[src/rtl/ctsb_pkg.sv]
`timescale 1ns / 1ps
// ----------------------------------------------------------------------------
// ctsb_pkg
// Shared types and constants of the Cartesian tree stack builder.
// ----------------------------------------------------------------------------
`default_nettype none

package ctsb_pkg;

  localparam int MaxNodes = 64;
  localparam int ValW     = 64;
  localparam int IdxW     = 7;

  localparam logic KindEdge = 1'b0;
  localparam logic KindRoot = 1'b1;

  typedef struct packed {
    logic signed [ValW-1:0] value;
    logic                   set_end;
  } in_word_t;

  typedef struct packed {
    logic            record_kind;
    logic [IdxW-1:0] parent_node;
    logic [IdxW-1:0] child_node;
    logic            overflow;
    logic            last_of_run;
  } out_word_t;

  typedef struct packed {
    logic [IdxW-1:0]        idx;
    logic signed [ValW-1:0] value;
  } spine_entry_t;

  // Controller to datapath
  typedef struct packed {
    logic load_item;
    logic drop;
    logic pop;
    logic load_top;
    logic push;
    logic chain_start;
    logic chain_load;
    logic chain_emit;
    logic root;
  } cmd_t;

  // Datapath to controller
  typedef struct packed {
    logic full;
    logic depth_nz;
    logic beats;
    logic last_nz;
    logic set_end;
    logic out_free;
    logic chain_more;
    logic chain_next;
  } stat_t;

endpackage

`default_nettype wire

[src/rtl/ctsb_ctrl.sv]
`timescale 1ns / 1ps
// ----------------------------------------------------------------------------
// ctsb_ctrl
// Sequencer: compare/pop loop, push or drop, spine chain read-out and root record.
// ----------------------------------------------------------------------------
`default_nettype none

module ctsb_ctrl (
  input  wire logic           clk_i,
  input  wire logic           rst_ni,
  input  wire logic           in_valid_i,
  output logic                in_stall_o,
  input  wire ctsb_pkg::stat_t stat_i,
  output ctsb_pkg::cmd_t      cmd_o
);

  typedef enum logic [2:0] {
    ST_IDLE,
    ST_COMPARE,
    ST_LOAD,
    ST_CH_START,
    ST_CH_LOAD,
    ST_CH_EMIT,
    ST_ROOT
  } state_e;

  state_e state_q, state_d;

  assign in_stall_o = (state_q != ST_IDLE);

  always_comb begin
    cmd_o   = '0;
    state_d = state_q;
    case (state_q)
      ST_IDLE: begin
        if (in_valid_i) begin
          cmd_o.load_item = 1'b1;
          state_d         = ST_COMPARE;
        end
      end
      ST_COMPARE: begin
        if (stat_i.full) begin
          cmd_o.drop = 1'b1;
          state_d    = stat_i.set_end ? ST_CH_START : ST_IDLE;
        end else if (stat_i.depth_nz && stat_i.beats) begin
          if (!stat_i.last_nz || stat_i.out_free) begin
            cmd_o.pop = 1'b1;
            state_d   = ST_LOAD;
          end
        end else if (!stat_i.last_nz || stat_i.out_free) begin
          cmd_o.push = 1'b1;
          state_d    = stat_i.set_end ? ST_CH_START : ST_IDLE;
        end
      end
      ST_LOAD: begin
        cmd_o.load_top = 1'b1;
        state_d        = ST_COMPARE;
      end
      ST_CH_START: begin
        cmd_o.chain_start = 1'b1;
        state_d           = ST_CH_LOAD;
      end
      ST_CH_LOAD: begin
        cmd_o.chain_load = 1'b1;
        state_d          = stat_i.chain_more ? ST_CH_EMIT : ST_ROOT;
      end
      ST_CH_EMIT: begin
        if (stat_i.out_free) begin
          cmd_o.chain_emit = 1'b1;
          state_d          = stat_i.chain_next ? ST_CH_EMIT : ST_ROOT;
        end
      end
      ST_ROOT: begin
        if (stat_i.out_free) begin
          cmd_o.root = 1'b1;
          state_d    = ST_IDLE;
        end
      end
      default: begin
        state_d = ST_IDLE;
      end
    endcase
  end

  always_ff @(posedge clk_i or negedge rst_ni) begin
    if (!rst_ni) begin
      state_q <= ST_IDLE;
    end else begin
      state_q <= state_d;
    end
  end

endmodule

`default_nettype wire

[config.mk]
export PLATFORM = sky130hd
export DESIGN_NAME = ctsb_ctrl
export DESIGN_NICKNAME = d
export VERILOG_FILES = /design/src/rtl/ctsb_pkg.sv /design/src/rtl/ctsb_ctrl.sv
export SDC_FILE = /design/constraint.sdc
export NUM_CORES = 1
export LEC_CHECK = 0
export BUFFER_PORTS_ARGS = -buffer_cell sky130_fd_sc_hd__buf_2
export CORE_AREA = 2 2 39 41
export DETAILED_ROUTE_END_ITERATION = 10
export DIE_AREA = 0 0 41 43
export PLACE_DENSITY = 0.5
export SKIP_LAST_GASP = 1
export SLEW_MARGIN = 20
export SYNTH_ARGS = -nofsm -noshare
export SYNTH_HDL_FRONTEND = slang
export SYNTH_SLANG_ARGS = --single-unit
export TNS_END_PERCENT = 30
[constraint.sdc]
create_clock -name clk_i -period 2.2 [get_ports clk_i]
set_input_delay 0.11 -clock clk_i [delete_from_list [all_inputs] [get_ports clk_i]]
set_output_delay 0.11 -clock clk_i [all_outputs]
set_load 0.1 [all_outputs]
# Word-level counts from Yosys, hierarchy flattened
# Cells that the tools add are included.
# totals
in_bits,11
word_cells,44
regBits,3
output_inout_bits,10
# op_classes
n_mux,27
reduce_logical,6
eq_ne,10
# ops
operator,n
2-to-1 mux 3 bit,7
one-hot mux 3 bit (7 select lines),1
2-to-1 mux 1 bit,15
equality test 3 bit (second input constant),3
2-to-1 mux 2 bit,4
equality test 3 x 2 -> 1 bit (second input constant),2
inequality test 2 bit (second input constant),3
AND reduction 4 bit,1
equality test 3 x 1 -> 1 bit (second input constant),1
logical NOT 3 bit,1
inequality test 3 bit (second input constant),1
nonzero test 3 bit,1
logical AND 1 bit,1
logical NOT 1 bit,1
logical OR 1 bit,1

# Longest topological paths before layout
# logic_depth
depth_word,6
ltp_mapped,5

# Least setup slack after synthesis
# OpenSTA, ideal clock, no wires.
# synth_timing
kind,reg-to-output
start,register state_q[0]
end,output cmd_o[4] (netlist bit)
stages_incl_launch_ff,6
t_arrival_ps,3074
required_ps,2090
slack_ps,-984
n_path_buf,1
path_cell_list,dfrtp_1 buf_6 nor2b_4 and2_4 o21ai_0 a211oi_1
# synth_rtl
element,line,text
"start, declared",ctsb_ctrl.sv:27,"state_e state_q, state_d;"
"start signal, assigned",ctsb_ctrl.sv:89,state_q <= state_d;
"end, declared",ctsb_ctrl.sv:14,output ctsb_pkg::cmd_t cmd_o

==> run_summary.xml <==
<?xml version="1.0" encoding="UTF-8"?>
<metrics>
  <group name="power_and_ir_drop">
    <metric name="switchingPower" unit="uW">560</metric>
    <metric name="seqPwrFrac" unit="%">15.8</metric>
    <metric name="cell_area_power_density" unit="nW/um2">1750</metric>
    <metric name="finalPower" unit="uW">876</metric>
    <metric name="power.static_leakage" unit="nW">0.263</metric>
    <metric name="power_frac_comb" unit="%">72.8</metric>
    <metric name="clkPwrFrac" unit="%">11.4</metric>
    <metric name="internal_power" unit="uW">316</metric>
    <metric name="sw_frac_of_total" unit="%">63.9</metric>
    <metric name="vdd.ir_drop.worst" unit="mV">0.516</metric>
  </group>
  <group name="worst_setup_path">
    <metric name="worst_r2r_startpoint" unit="">state_q[0]</metric>
    <metric name="setup.worst_path.class" unit="">reg2out</metric>
    <metric name="timing.critical_path.to_type" unit="">output pin</metric>
    <metric name="r2r-end" unit="">state_q[1]</metric>
    <metric name="worst-r2r-cell-count" unit="">4</metric>
    <metric name="setup.reg_to_reg.worst_slack" unit="ns">0.83</metric>
    <metric name="critical_path_required" unit="ns">2.09</metric>
    <metric name="worst_setup_path_start_kind" unit="">register</metric>
    <metric name="critPathArrivalTime" unit="ns">1.88</metric>
    <metric name="timing.critical_path.fanout_max" unit="">10</metric>
  </group>
  <group name="global_routing">
    <metric name="gr-usage-all-layers" unit="%">10.3</metric>
    <metric name="first_pass_grt_wire_length" unit="um">1240</metric>
    <metric name="antenna_found_initial" unit="">0</metric>
    <metric name="first_global_vias" unit="">324</metric>
    <metric name="grt_remaining_overflow" unit="">0</metric>
    <metric name="largest_net_degree_at_the_start_of_global_routing" unit="">11</metric>
  </group>
  <group name="floorplan">
    <metric name="start_util" unit="%">25.7</metric>
    <metric name="die_w" unit="um">41</metric>
    <metric name="placement_rows" unit="">14</metric>
    <metric name="design.die.area" unit="um2">1760</metric>
    <metric name="die_height" unit="um">43</metric>
    <metric name="ioPinCount" unit="">21</metric>
    <metric name="core-area" unit="um2">1380</metric>
  </group>
  <group name="place">
    <metric name="port_buffers" unit="">20</metric>
    <metric name="gp_congestion" unit="">0.665</metric>
    <metric name="detailedPlacementHpwl" unit="um">665</metric>
  </group>
  <group name="logic_synthesis">
    <metric name="synth_area_leader_cell" unit="">dfrtp_1</metric>
    <metric name="synth_enable_flop_cells" unit="">0</metric>
    <metric name="synth_top_area_share" unit="%">21.1</metric>
    <metric name="netlist_area" unit="um2">355</metric>
    <metric name="yosys_warnings" unit="">0</metric>
    <metric name="postSynthRegisterBits" unit="">3</metric>
    <metric name="async_flop_share" unit="%">100</metric>
    <metric name="yosys-top-cells-count" unit="">inv_1, nor2_1, and3_1, dfrtp_1</metric>
    <metric name="synth_cells" unit="">41</metric>
    <metric name="dominantRegCellSynth" unit="">dfrtp_1</metric>
    <metric name="netlist-cell-type-count" unit="">26</metric>
    <metric name="avgSynthCellArea" unit="um2">8.67</metric>
    <metric name="synthTopCellsByArea" unit="">dfrtp_1, nor4b_4, buf_6</metric>
    <metric name="synth_nets" unit="">52</metric>
    <metric name="synth-seq-area-share" unit="%">21.1</metric>
  </group>
  <group name="detailed_routing">
    <metric name="average_wire_length_per_cell_after_detail_routing" unit="um">10.3</metric>
    <metric name="detailedRoute.firstIterationViolations" unit="">0</metric>
    <metric name="route.detailed.drc" unit="">0</metric>
    <metric name="vias" unit="">387</metric>
    <metric name="post_drt_via_cell_ratio" unit="">4.84</metric>
    <metric name="routed_wl" unit="um">821</metric>
    <metric name="drtPass1Iterations" unit="">1</metric>
    <metric name="final_antenna_net_count" unit="">0</metric>
  </group>
  <group name="clocking">
    <metric name="root_buffer_master" unit="">clkbuf_4</metric>
    <metric name="num_cts_buffers" unit="">3</metric>
    <metric name="cts_tree" unit="">done</metric>
    <metric name="clock_latency_late_sink" unit="ns">0.24</metric>
    <metric name="cts.sink_count" unit="">3</metric>
    <metric name="cts.clk_slew.worst_paths" unit="ns">0.04</metric>
    <metric name="post_cts_resized" unit="">0</metric>
    <metric name="maximum_clock_path_buffer_count" unit="">2</metric>
    <metric name="post-cts-setup-buffer-count" unit="">0</metric>
    <metric name="clock_tree.htree_level_count" unit="">1</metric>
    <metric name="hold_buffers" unit="">1</metric>
  </group>
  <group name="sta">
    <metric name="fin_skew" unit="ns">0.00472</metric>
    <metric name="rsz0062_at_grt" unit="">no</metric>
    <metric name="final_hold_violation_count" unit="">0</metric>
    <metric name="worst_slew_pin_slew" unit="ns">0.486</metric>
    <metric name="final.setup.tns" unit="ns">0</metric>
    <metric name="finalWorstPathRequiredPeriod" unit="ns">1.99</metric>
    <metric name="setup_viol_count_final" unit="">0</metric>
    <metric name="slew_violations" unit="">0</metric>
    <metric name="clock.fmax" unit="GHz">0.504</metric>
    <metric name="timing.max_slew.rel_slack" unit="%">67.8</metric>
    <metric name="fin_crit_sh" unit="%">90.3</metric>
  </group>
  <group name="cells_and_area">
    <metric name="n_antenna_cell" unit="">0</metric>
    <metric name="largest_registers" unit="">state_q (3)</metric>
    <metric name="area_delta_synth_final" unit="%">40.5</metric>
    <metric name="nets" unit="">76</metric>
    <metric name="number_of_flip_flops_in_the_largest_register" unit="">3</metric>
    <metric name="share_of_cells_above_drive_strength_1" unit="%">51.6</metric>
    <metric name="registers.top_by_ff_count" unit="">state_q</metric>
  </group>
  <group name="min_path">
    <metric name="min_delay_path_depth" unit="">2</metric>
    <metric name="hp-class" unit="">in2reg</metric>
    <metric name="worst_hold_path.endpoint" unit="">state_q[1]</metric>
    <metric name="holdCritStartpoint" unit="">stat_i[2]</metric>
  </group>
  <group name="job">
    <metric name="max_cap_violations" unit="">0</metric>
  </group>
  <group name="outcome">
    <metric name="run_status" unit="">finished, final reports clean</metric>
  </group>
</metrics>
[cells by family after synthesis]
kind of cell | share of synthesized area (%)
compound gates | 26.4
simple gates | 38.0
flops | 21.1
mux | 2.82
buf+inv | 11.6
[layer usage]
layer  routed length [um]  track usage [%]
met1                  344             12.3
met4                   10             6.00
met2                  393             16.3
met5                    0                0
met3                   73             1.57
[worst max path at each step]
stage / from / to / slack, ns / cells after the start
floorplan: state_q[2] / cmd_o[2] / -0.47 / 3
global placement: state_q[0] / cmd_o[4] / 0.49 / 5
detailed placement: state_q[0] / cmd_o[4] / 0.48 / 5
CTS: state_q[0] / cmd_o[4] / 0.22 / 5
global route: state_q[0] / cmd_o[4] / 0.1 / 5
finish: state_q[0] / cmd_o[4] / 0.21 / 5
[cell usage in the layout (no fill, tap or decap), drive strengths merged, types with 2 or more instances in the layout]
| cell type | netlist | layout |
|---|---|---|
| or3 | 2 | 2 |
| dfrtp | 3 | 3 |
| nor2 | 4 | 4 |
| a21oi | 2 | 2 |
| nor3 | 2 | 2 |
| clkbuf | 0 | 4 |
| inv | 5 | 5 |
| o21ai | 3 | 3 |
| buf | 2 | 20 |
| and3 | 4 | 4 |
| nand2b | 2 | 2 |
[power groups by stage]
stage | logic [mW] | clock network, mW | registers [mW]
floorplan | 0.626 | 0 | 0.0985
global placement | 0.642 | 0 | 0.140
detailed placement | 0.640 | 0 | 0.139
CTS | 0.641 | 0.102 | 0.138
global route | 0.671 | 0.107 | 0.146
finish | 0.637 | 0.0997 | 0.139
[critical path, cell delays in order (launching register included)]
cell and delay, ns:
dfrtp_1 0.51, nor2b_4 0.24, and2_4 0.17, o21ai_0 0.11
a211oi_2 0.15, buf_2 0.45
[stage by stage]
step                area, um2  utilization, %  hold slack, ns  worst slack [ns]  std cells
CTS                       499            36.1           0.165             0.220         80
global route              499            36.1           0.173            0.0960         80
detailed placement        463            33.5         -0.0945             0.481         75
floorplan                 365               -          -0.186            -0.471         41
finish                    499            36.1           0.167             0.214         80
global placement          463            33.5         -0.0937             0.492         75
[cell type report]
type                            count  area (um2)
Tap cell                           16        20.0
Sequential cell                     3        75.1
Clock buffer                        4        26.3
Inverter                            5        18.8
Timing Repair Buffer               21         110
Multi-Input combinational cell     31         249
Fill cell                         148         885
Power figures use the tool's default switching activity.
